==> src/rtl/cjs_pkg.sv <==
// types and constants for the cpu job scheduler
// no dependencies
package cjs_pkg;
	localparam int SLOT_W = 4;
	localparam int BURST_W = 12;
	localparam int TIME_W = 16;

	localparam logic [2:0] POL_FCFS = 3'd0;
	localparam logic [2:0] POL_RR = 3'd1;
	localparam logic [2:0] POL_SPN = 3'd2;
	localparam logic [2:0] POL_SRT = 3'd3;
	localparam logic [2:0] POL_HRRN = 3'd4;

	localparam logic CMD_ADD = 1'b0;
	localparam logic CMD_TICK = 1'b1;

	localparam logic [0:0] REG_POLICY = 1'b0;
	localparam logic [0:0] REG_QUANTUM = 1'b1;

	typedef struct packed {
		logic cmd;
		logic [SLOT_W-1:0] slot;
		logic [BURST_W-1:0] burst_length;
	} in_item_t;

	typedef struct packed {
		logic ran_valid;
		logic [SLOT_W-1:0] ran_slot;
		logic job_done;
		logic add_error;
	} out_item_t;

	typedef enum logic [2:0] {
		ST_IDLE,
		ST_SCAN,
		ST_MUL,
		ST_SERVE,
		ST_WRITE
	} state_t;
endpackage

==> src/rtl/cpu_job_scheduler_core.sv <==
// cpu job scheduler top level: sequencer, job table and shared compare unit
// depends on cjs_pkg and cjs_ram
//
// channel   signals                         direction
// item in   start, busy, in_item            in
// result    done, out_item                  out (strobe, no back pressure)
// config    cfg_valid, cfg_ready, cfg_index, cfg_wdata   in
//
// an add is written in the scan state, which also registers its result; a tick that scans
// the whole table steps every slot through the scan, mul and write states, reading one table
// entry at a time through a single ram port and one shared multiply-compare unit (read,
// multiply, compare per slot). a held job (fcfs, spn, hrrn, or a round robin slice not used
// up) skips the scan and goes straight to serve; round robin stops at the first occupied slot
// in its order. reset clears occupied bits, time and holder and restores default config;
// table rams hold garbage until written. results cannot be stalled; done pulses for one cycle
// and the next item can be taken at the edge that ends it.
module cpu_job_scheduler_core
	import cjs_pkg::*;
#(
	parameter int NUM_SLOTS = 16,
	parameter int BURST_BITS = 12
) (
	input logic clk,
	input logic arst_n,
	input logic start,
	output logic busy,
	input in_item_t in_item,
	output logic done,
	output out_item_t out_item,
	input logic cfg_valid,
	output logic cfg_ready,
	input logic cfg_index,
	input logic [7:0] cfg_wdata
);
	localparam int SW = $clog2(NUM_SLOTS);
	localparam int RAM_W = 2*BURST_BITS + TIME_W;

	state_t state_q, state_d;
	logic [2:0] policy_q;
	logic [7:0] quantum_q;
	logic [NUM_SLOTS-1:0] occ_q;
	logic [TIME_W-1:0] now_q;
	logic [SW-1:0] holder_q;
	logic holder_act_q;
	logic [7:0] slice_q;
	in_item_t item_q;
	logic [SW:0] cnt_q;
	logic [SW-1:0] cur_q, best_q, sel_q;
	logic best_ok_q;
	logic [BURST_BITS-1:0] rem_best_q, org_best_q;
	logic [TIME_W-1:0] age_best_q;
	logic [TIME_W+BURST_BITS-1:0] ls_q, lb_q;
	logic [2:0] pol;
	logic [BURST_BITS-1:0] bl;
	logic [SW-1:0] add_idx;
	logic add_in_range;

	// ram entry: remaining, original, arrival
	logic we;
	logic [SW-1:0] addr;
	logic [RAM_W-1:0] wdata, rdata;
	logic [BURST_BITS-1:0] r_rem, r_org;
	logic [TIME_W-1:0] r_arr, r_age;

	cjs_ram #(.WIDTH(RAM_W), .DEPTH(NUM_SLOTS)) u_tab (
		.clk(clk), .we(we), .addr(addr), .wdata(wdata), .rdata(rdata)
	);

	assign r_rem = rdata[RAM_W-1 -: BURST_BITS];
	assign r_org = rdata[TIME_W +: BURST_BITS];
	assign r_arr = rdata[TIME_W-1:0];
	assign r_age = now_q - r_arr;
	assign pol = (policy_q > POL_HRRN) ? POL_FCFS : policy_q;
	assign bl = BURST_BITS'(item_q.burst_length);
	assign add_idx = SW'(item_q.slot);
	assign add_in_range = 32'(item_q.slot) < 32'(NUM_SLOTS);

	logic [BURST_BITS-1:0] best_rem_x;
	logic [BURST_BITS-1:0] best_org_b;
	assign best_org_b = org_best_q;
	assign best_rem_x = rem_best_q;

	// candidate order for scan; round robin walks from its start slot
	logic [SW-1:0] rr_start, scan_slot;
	logic [SW:0] rr_sum;
	logic hold_np, hold_rr;
	always_comb begin
		rr_sum = {1'b0, holder_q} + (holder_act_q ? 1'b1 : 1'b0);
		if (rr_sum >= (SW+1)'(NUM_SLOTS)) rr_sum = rr_sum - (SW+1)'(NUM_SLOTS);
		rr_start = rr_sum[SW-1:0];
		hold_np = (pol != POL_RR) && (pol != POL_SRT) && holder_act_q && occ_q[holder_q];
		hold_rr = (pol == POL_RR) && holder_act_q && occ_q[holder_q] && (slice_q != 8'd0);
	end

	logic [SW:0] sc_sum;
	always_comb begin
		sc_sum = {1'b0, rr_start} + cnt_q;
		if (pol == POL_RR) begin
			if (sc_sum >= (SW+1)'(NUM_SLOTS)) sc_sum = sc_sum - (SW+1)'(NUM_SLOTS);
			scan_slot = sc_sum[SW-1:0];
		end else begin
			scan_slot = cnt_q[SW-1:0];
		end
	end

	// compare for the slot in cur_q; ls/lb hold hrrn products from the mul step
	logic better;
	always_comb begin
		case (pol)
			POL_RR: better = 1'b0;
			POL_SPN: better = r_org < best_org_b;
			POL_SRT: better = r_rem < best_rem_x;
			POL_HRRN: better = ls_q > lb_q;
			default: better = r_age > age_best_q;
		endcase
	end

	logic [BURST_BITS-1:0] new_rem;
	assign new_rem = (r_rem != '0) ? r_rem - 1'b1 : r_rem;

	always_comb begin
		state_d = state_q;
		we = 1'b0;
		addr = cur_q;
		wdata = {r_rem & '0, r_org, r_arr};
		case (state_q)
			ST_IDLE: begin
				addr = SW'(in_item.slot);
				if (start) begin
					state_d = ST_SCAN;
				end
			end
			ST_SCAN: begin
				if (item_q.cmd == CMD_ADD) begin
					addr = add_idx;
					we = add_in_range && !occ_q[add_idx];
					wdata = {(bl == '0) ? BURST_BITS'(1) : bl,
						(bl == '0) ? BURST_BITS'(1) : bl, now_q};
					state_d = ST_IDLE;
				end else if (hold_np || hold_rr || cnt_q == (SW+1)'(NUM_SLOTS)) begin
					addr = sel_q;
					state_d = ST_SERVE;
				end else begin
					addr = scan_slot;
					state_d = ST_MUL;
				end
			end
			ST_MUL: state_d = ST_WRITE;
			ST_WRITE: state_d = ST_SCAN;
			ST_SERVE: begin
				addr = sel_q;
				we = best_ok_q;
				wdata = {new_rem, r_org, r_arr};
				state_d = ST_IDLE;
			end
			default: state_d = ST_IDLE;
		endcase
	end

	always_comb begin
		sel_q = best_q;
		if (hold_np || hold_rr) sel_q = holder_q;
	end

	assign busy = (state_q != ST_IDLE);
	assign cfg_ready = !busy;

	always_ff @(posedge clk or negedge arst_n) begin
		if (!arst_n) begin
			state_q <= ST_IDLE;
			policy_q <= POL_FCFS;
			quantum_q <= 8'd2;
			occ_q <= '0;
			now_q <= '0;
			holder_q <= '0;
			holder_act_q <= 1'b0;
			slice_q <= '0;
			done <= 1'b0;
			cnt_q <= '0;
			best_ok_q <= 1'b0;
		end else begin
			state_q <= state_d;
			done <= 1'b0;
			if (cfg_valid && cfg_ready) begin
				case (cfg_index)
					REG_POLICY: policy_q <= cfg_wdata[2:0];
					REG_QUANTUM: quantum_q <= cfg_wdata;
					default: ;
				endcase
			end
			case (state_q)
				ST_IDLE: begin
					cnt_q <= '0;
					best_ok_q <= 1'b0;
				end
				ST_SCAN: begin
					if (item_q.cmd == CMD_ADD) begin
						done <= 1'b1;
						if (we) occ_q[add_idx] <= 1'b1;
					end else if (hold_np || hold_rr) begin
						best_ok_q <= 1'b1;
					end else if (cnt_q != (SW+1)'(NUM_SLOTS)) begin
						cur_q <= scan_slot;
						cnt_q <= cnt_q + 1'b1;
					end
				end
				ST_MUL: begin
					ls_q <= r_age * best_org_b;
					lb_q <= age_best_q * r_org;
				end
				ST_WRITE: begin
					if (occ_q[cur_q] && (!best_ok_q || better)) begin
						best_ok_q <= 1'b1;
						best_q <= cur_q;
						rem_best_q <= r_rem;
						org_best_q <= r_org;
						age_best_q <= r_age;
						if (pol == POL_RR) cnt_q <= (SW+1)'(NUM_SLOTS);
					end
				end
				ST_SERVE: begin
					done <= 1'b1;
					now_q <= now_q + 1'b1;
					if (best_ok_q) begin
						slice_q <= (holder_act_q && holder_q == sel_q && slice_q != 8'd0) ?
							slice_q - 1'b1 :
							((quantum_q == 8'd0) ? 8'd0 : quantum_q - 1'b1);
						holder_q <= sel_q;
						if (new_rem == '0) begin
							occ_q[sel_q] <= 1'b0;
							holder_act_q <= 1'b0;
						end else begin
							holder_act_q <= 1'b1;
						end
					end
				end
				default: ;
			endcase
		end
	end

	always_ff @(posedge clk) begin
		if (state_q == ST_IDLE && start) item_q <= in_item;
		if (state_q == ST_SCAN && item_q.cmd == CMD_ADD) begin
			out_item.ran_valid <= 1'b0;
			out_item.ran_slot <= '0;
			out_item.job_done <= 1'b0;
			out_item.add_error <= !we;
		end else if (state_q == ST_SERVE) begin
			out_item.ran_valid <= best_ok_q;
			out_item.ran_slot <= best_ok_q ? SLOT_W'(sel_q) : '0;
			out_item.job_done <= best_ok_q && (new_rem == '0);
			out_item.add_error <= 1'b0;
		end
	end
endmodule

==> src/rtl/cjs_ram.sv <==
// generic single-port ram with registered read
// no dependencies
module cjs_ram #(
	parameter int WIDTH = 8,
	parameter int DEPTH = 16
) (
	input logic clk,
	input logic we,
	input logic [$clog2(DEPTH)-1:0] addr,
	input logic [WIDTH-1:0] wdata,
	output logic [WIDTH-1:0] rdata
);
	logic [WIDTH-1:0] mem [DEPTH];

	always_ff @(posedge clk) begin
		if (we) begin
			mem[addr] <= wdata;
		end
		rdata <= mem[addr];
	end
endmodule

==> config.mk <==
export PLATFORM = sky130hd
export DESIGN_NAME = cpu_job_scheduler_core
export DESIGN_NICKNAME = d
export VERILOG_FILES = /design/src/rtl/cjs_pkg.sv /design/src/rtl/cpu_job_scheduler_core.sv /design/src/rtl/cjs_ram.sv
export SDC_FILE = /design/constraint.sdc
export NUM_CORES = 2
export LEC_CHECK = 0
export BUFFER_PORTS_ARGS = -buffer_cell sky130_fd_sc_hd__buf_2
export CORE_MARGIN = 2
export CORE_UTILIZATION = 40
export DETAILED_ROUTE_END_ITERATION = 8
export GPL_TIMING_DRIVEN = 0
export PLACE_DENSITY = 0.54
export SLEW_MARGIN = 20
export SYNTH_ARGS = -nofsm -noshare
export SYNTH_HDL_FRONTEND = slang
export SYNTH_SLANG_ARGS = --single-unit
==> constraint.sdc <==
create_clock -name clk -period 14.1 [get_ports clk]
set_input_delay 1.41 -clock clk [delete_from_list [all_inputs] [get_ports clk]]
set_output_delay 1.41 -clock clk [all_outputs]
set_load 0.01 [all_outputs]
Word-level counts from Yosys, hierarchy flattened

Memory sizes are Yosys's and may differ from the RTL's. A register that Yosys moved wholly into a read port is not among the register bits.
Cells that the tools add are included.

Add/subtract/negate cells: 10
Multiply operators: 2
Order comparisons: 13
Eq/ne operators: 24
Muxes and demuxes: 55
Bitwise operators: 6
Reduce and logical (&&, ||, !) cells: 41

Operators with widths:

| cell                                                                         | count |
|---|---|
| 40-bit one-hot mux with 2 select lines                                       | 1 |
| 16-bit two-way mux                                                           | 4 |
| 16-bit by 12-bit multiplier with 28-bit output                               | 2 |
| 40-bit two-way mux                                                           | 1 |
| 16-bit one-hot mux with 2 select lines                                       | 1 |
| 28-bit > comparator                                                          | 1 |
| 4-bit two-way mux                                                            | 7 |
| 5-bit two-way mux                                                            | 5 |
| 12-bit zero test                                                             | 2 |
| 12-bit less-than comparator                                                  | 2 |
| 12-bit two-way mux                                                           | 2 |
| 2-bit != test, second input constant                                         | 11 |
| 4-bit by 5-bit less-than comparator with 1-bit output, second input constant | 4 |
| 1-bit two-way mux                                                            | 17 |
| 16-bit by 1-bit adder with 16-bit output, second input constant              | 1 |
| 16-bit bitwise AND                                                           | 1 |
| 16-bit > comparator                                                          | 1 |
| 8-bit two-way mux                                                            | 2 |
| 16-bit inverter                                                              | 1 |
| 16-bit bitwise OR                                                            | 1 |
| 16-bit subtractor                                                            | 1 |
| 8-bit by 1-bit subtractor with 8-bit output, second input constant           | 2 |
| 1-bit logical AND                                                            | 15 |
| 5-bit one-hot mux with 3 select lines                                        | 1 |
| other kinds (39)                                                             | 65 |

Bits in registers: 194
RAM bits: 640
Input bits: 30
Output and inout port bits: 10
Logic and storage cells: 177
Memories kept: 1

Memory list:

| memory    | words | bits a word | rd ports | clocked after Yosys merged registers in | write ports | line          | RTL |
|---|---|---|---|---|---|---|---|
| u_tab.mem | 16    | 40          | 1        | 1                                       | 1           | cjs_ram.sv:13 | `logic [WIDTH-1:0] mem [DEPTH];` |

Depth between registers and ports, before layout

Word-level depth: 17
Gate-level depth with buffers: 32
Mapped depth without buffers: 31

Cells and area by module

Synthesis repeated with hierarchy kept, for this count alone.

Cells, all modules: 3539
Area total of the unflattened synthesis: 48074.9 um2

Modules (own cells, without submodules):

| module                 | times used | cells each | area an instance (um2) | seq. area each (um2) |
|---|---|---|---|---|
| cjs_ram                | 1          | 1042       | 24807.5                | 20019.2 |
| cpu_job_scheduler_core | 1          | 2497       | 23267.3                | 5436.5 |

Least setup slack after synthesis

Ideal clock, no wire load.

Path kind: register to register
Start point: reg now_q[0]
End point: reg ls_q[27] (data pin)
Setup time: 258 ps
Arrival time: 7629 ps
Data required time: 13842 ps
Slack: 6214 ps
Stages on the path, launching flop included: 33
Path buffers: 1
Clock period less this slack: 7886 ps
Cells stage by stage: dfrtp_1 inv_1 ha_1 fa_1 nor2b_1 o21ai_0 a21boi_0 o21ai_0 a21boi_0 o2111ai_1 nand2_1 nor2_1 xnor2_1 clkbuf_1 nand2_1 fa_1 fa_1 inv_1 fa_1 fa_1 inv_1 fa_1 inv_1 ha_1 or2_2 a211oi_1 a31oi_1 o41ai_1 o21ai_0 or4_1 nand2_1 o2111a_1 xnor2_1

Longest elaborated chain between the ends: 2

RTL lines:

| element                                        | line                          | RTL |
|---|---|---|
| from (decl)                                    | cpu_job_scheduler_core.sv:42  | `logic [TIME_W-1:0] now_q;` |
| from (signal assigned)                         | cpu_job_scheduler_core.sv:223 | `now_q <= now_q + 1'b1;` |
| 16-bit subtractor                              | cpu_job_scheduler_core.sv:72  | `assign r_age = now_q - r_arr;` |
| named net r_age[10]                            | cpu_job_scheduler_core.sv:63  | `logic [TIME_W-1:0] r_arr, r_age;` |
| 16-bit by 12-bit multiplier with 28-bit output | cpu_job_scheduler_core.sv:208 | `ls_q <= r_age * best_org_b;` |
| to (signal assigned)                           | cpu_job_scheduler_core.sv:208 |  |
| to (decl)                                      | cpu_job_scheduler_core.sv:52  | `logic [TIME_W+BURST_BITS-1:0] ls_q, lb_q;` |

The timed path passes the listed nets, and every way through them passes these cells.
A chain may end at the register's enable or synchronous reset.

Final worst setup path

Same ends and word-level chain as after synthesis.

==> impl_metrics.csv <==
group,metric,value,unit
global_routing,antenna_found_initial,6,
placement,dp_hpwl,98.7,mm
floorplanning,rows,128,
detailed_routing,detail-route-antenna-nets,0,
logic_synthesis,synth_top_family_by_area,"adder cells",
status,status,"complete, no violations",
clocking,cts_tree,"built",
clocking,htreeDepth,3,
critical_path,crit_type,"reg -> reg",
floorplanning,start_util,0.402,
sta,tns,0,ns
detailed_routing,wire_per_inst,21.3,um
global_routing,track_usage,0.212,
global_routing,grt_overflow_total,0,
clocking,cts.sinks,874,
detailed_routing,dr.pass1.iters,5,
critical_path,r2r_cells,32,
detailed_routing,routed_via_density,5.20,
detailed_routing,drc,0,
logic_synthesis,synth-compound-area-share,0.0739,
critical_path,end_kind,"register",
logic_synthesis,synth_top_area_frac,0.468,
global_routing,grt_pass1_vias,32600,
critical_path,critPathMaxFanout,11,
clocking,cts_setup_buffers,0,
sta,finalMaxSlewViolations,0,
placement,port_buffers,39,
logic_synthesis,synth.largest_area_cell,"edfxtp_1",
placement,gp_congestion,0.892,
logic_synthesis,netlist_area,0.0489,mm^2
critical_path,r2r-end,"ls_q[27]$_DFFE_PP_",
clocking,cts.repair.resized,0,
detailed_routing,vias,32100,
final_layout,seqCellArea,0.0255,mm^2
logic_synthesis,synthCells,4296,
clocking,clockBufferDepth,3,
logic_synthesis,synth_area_leaders,"edfxtp_1, fa_1, nand2_1",
critical_path,crit_required,14.51,ns
logic_synthesis,ys_ff_latch,874,
sta,fin_crit_sh,0.658,
detailed_routing,wl,132,mm
sta,slew_headroom,0.364,
logic_synthesis,synth-edff-count,762,
sta,worstMarginPinSlew,0.945,ns
global_routing,grt_max_degree,56,
logic_synthesis,synthFlopType,"edfxtp_1",
sta,rsz0062_at_grt,"no",
critical_path,rrSetupSlack,4.83,ns
sta,setup_viol,0,
clocking,cts_hold_buf,0,
critical_path,cpPeakStageDelay,0.65,ns
floorplanning,die_area,0.125,mm^2
logic_synthesis,yosysSeqAreaShare,0.521,
floorplanning,die_w,353,um
sta,clock.fmax,108,MHz
clocking,path_clk_slew,0.06,ns
logic_synthesis,syn_nets,4834,
sta,finClkSkew,0.0643,ns
detailed_routing,drt_iter0_drc,2939,
critical_path,slowest_stage,"clkbuf_1",
sta,finalHoldViolCount,0,
job,maxCapViolCount,0,
clocking,insertion_delay,0.72,ns
hold_path,hold_depth,2,
logic_synthesis,yosys.cell_types.count,74,
final_layout,synthToLayoutAreaGrowth,12.9,%
logic_synthesis,synthSimpleGateAreaFrac,0.128,
final_layout,fill_cells,11200,
final_layout,multi_input_area,0.0211,mm^2
logic_synthesis,synth.most_common_cell,"nand2_1",
clocking,clockRootBuffer,"clkbuf_16",
critical_path,startpoint_type,"register",
critical_path,cpMostUsedCell,"fa_1",
clocking,cts_buffers,93,
logic_synthesis,yosys.area_share.adder,0.173,
critical_path,r2r-start,"now_q[0]$_DFFE_PN0N_",
logic_synthesis,async_reset_ff_frac,0.0755,
logic_synthesis,synth_common_cells,"nand2_1, edfxtp_1, inv_1",
logic_synthesis,yosysWarnings,0,
logic_synthesis,muxShareOfSynthArea,0.0356,
logic_synthesis,avgSynthCellArea,11.4,um^2
logic_synthesis,synth_xor_area_frac,0.0163,
hold_path,hold_path.class,"reg -> reg",
floorplanning,die_h,353,um
sta,period_minus_slack,9.27,ns
global_routing,grt_pass1_wl,201,mm
critical_path,critPathArrivalTime,9.68,ns
hold_path,min_to,"out_item[5]$_SDFFE_PP0N_",
floorplanning,num_io_pins,40,
floorplanning,core_area,0.122,mm^2
hold_path,hold_path_startpoint,"out_item[5]$_SDFFE_PP0N_",
final_layout,fin_nets,5010,
final_layout,drive_gt1_frac,0.0819,
-- sequential cells by signal, indices dropped and copies added (netlist names), 16 cells and up --
signal / cells
age_best_q: 16
lb_q: 28
ls_q: 28
now_q: 16
occ_q: 16
u_tab.mem: 640
u_tab.rdata: 40
-- metrics by stage --
stage	area [um^2]	util	worst slack [ns]	hold WS, ns	instances
global placement	51100	0.420	4.94	0.433	5960
finish	55100	0.454	4.83	0.442	6179
detailed placement	52000	0.428	4.80	0.438	6002
global route	55100	0.454	4.18	0.469	6178
CTS	55100	0.454	4.80	0.448	6178
floorplan	48900	-	6.21	0.406	4296
-- kinds of logic after synthesis --
logic type,after synthesis
compound gates,576
xor+xnor,91
fa+ha+maj,508
buf+inv,641
flops,874
mux,154
simple gates,1452
-- worst max-delay path, delay by kind of cell (launching register included) --
kind                     cells  cell delay, ns
XOR/XNOR                     2            0.38
AND/OR/NAND/NOR              7            1.31
adder cells (fa/ha/maj)      8            3.55
flip-flops                   1            0.42
AO/OA/AOI/OAI               10            2.44
buffers and inverters        5            0.90
-- metal layers --
| layer | vias up | global-route usage | share of wire |
|---|---|---|---|
| met5 | - | 0 | 0 |
| met4 | 0 | 0.0660 | 0.030 |
| met3 | 218 | 0.0287 | 0.050 |
| met2 | 855 | 0.358 | 0.48 |
| met1 | 16000 | 0.283 | 0.44 |
| li1 | 15100 | - | - |
-- cell type report --
type                       instances  share of cell area
sequential                       874               0.462
multi-input combinational       2781               0.382
antenna                            1           0.0000454
inverter                         436              0.0297
tap                             1625              0.0369
clock buffer                     119              0.0453
timing repair buffer              81              0.0174
buffer                           205              0.0161
clock inverter                    57              0.0108
-- how the worst max path moves through the flow --
stage	slack, ns	to	from
2_1_floorplan	6.21	ls_q[27]$_DFFE_PP_	now_q[0]$_DFFE_PN0N_
3_3_place_gp	4.94	ls_q[27]$_DFFE_PP_	now_q[0]$_DFFE_PN0N_
3_5_place_dp	4.80	ls_q[27]$_DFFE_PP_	now_q[0]$_DFFE_PN0N_
4_1_cts	4.80	ls_q[27]$_DFFE_PP_	now_q[0]$_DFFE_PN0N_
5_1_grt	4.18	ls_q[27]$_DFFE_PP_	now_q[0]$_DFFE_PN0N_
6_report	4.83	ls_q[27]$_DFFE_PP_	now_q[0]$_DFFE_PN0N_
-- layout by cell type (no fill, tap or decap), drive strengths merged, types with 115 or more instances in the layout --
master / n
a21oi: 265
and2: 126
buf: 158
clkbuf: 247
edfxtp: 762
fa: 282
ha: 226
inv: 442
mux2i: 125
nand2: 858
nand3: 115
nor2: 222
Power is left out: the tool's default activity adds up to more than one toggle a clock period on the data nets, which glitch-free logic cannot reach.
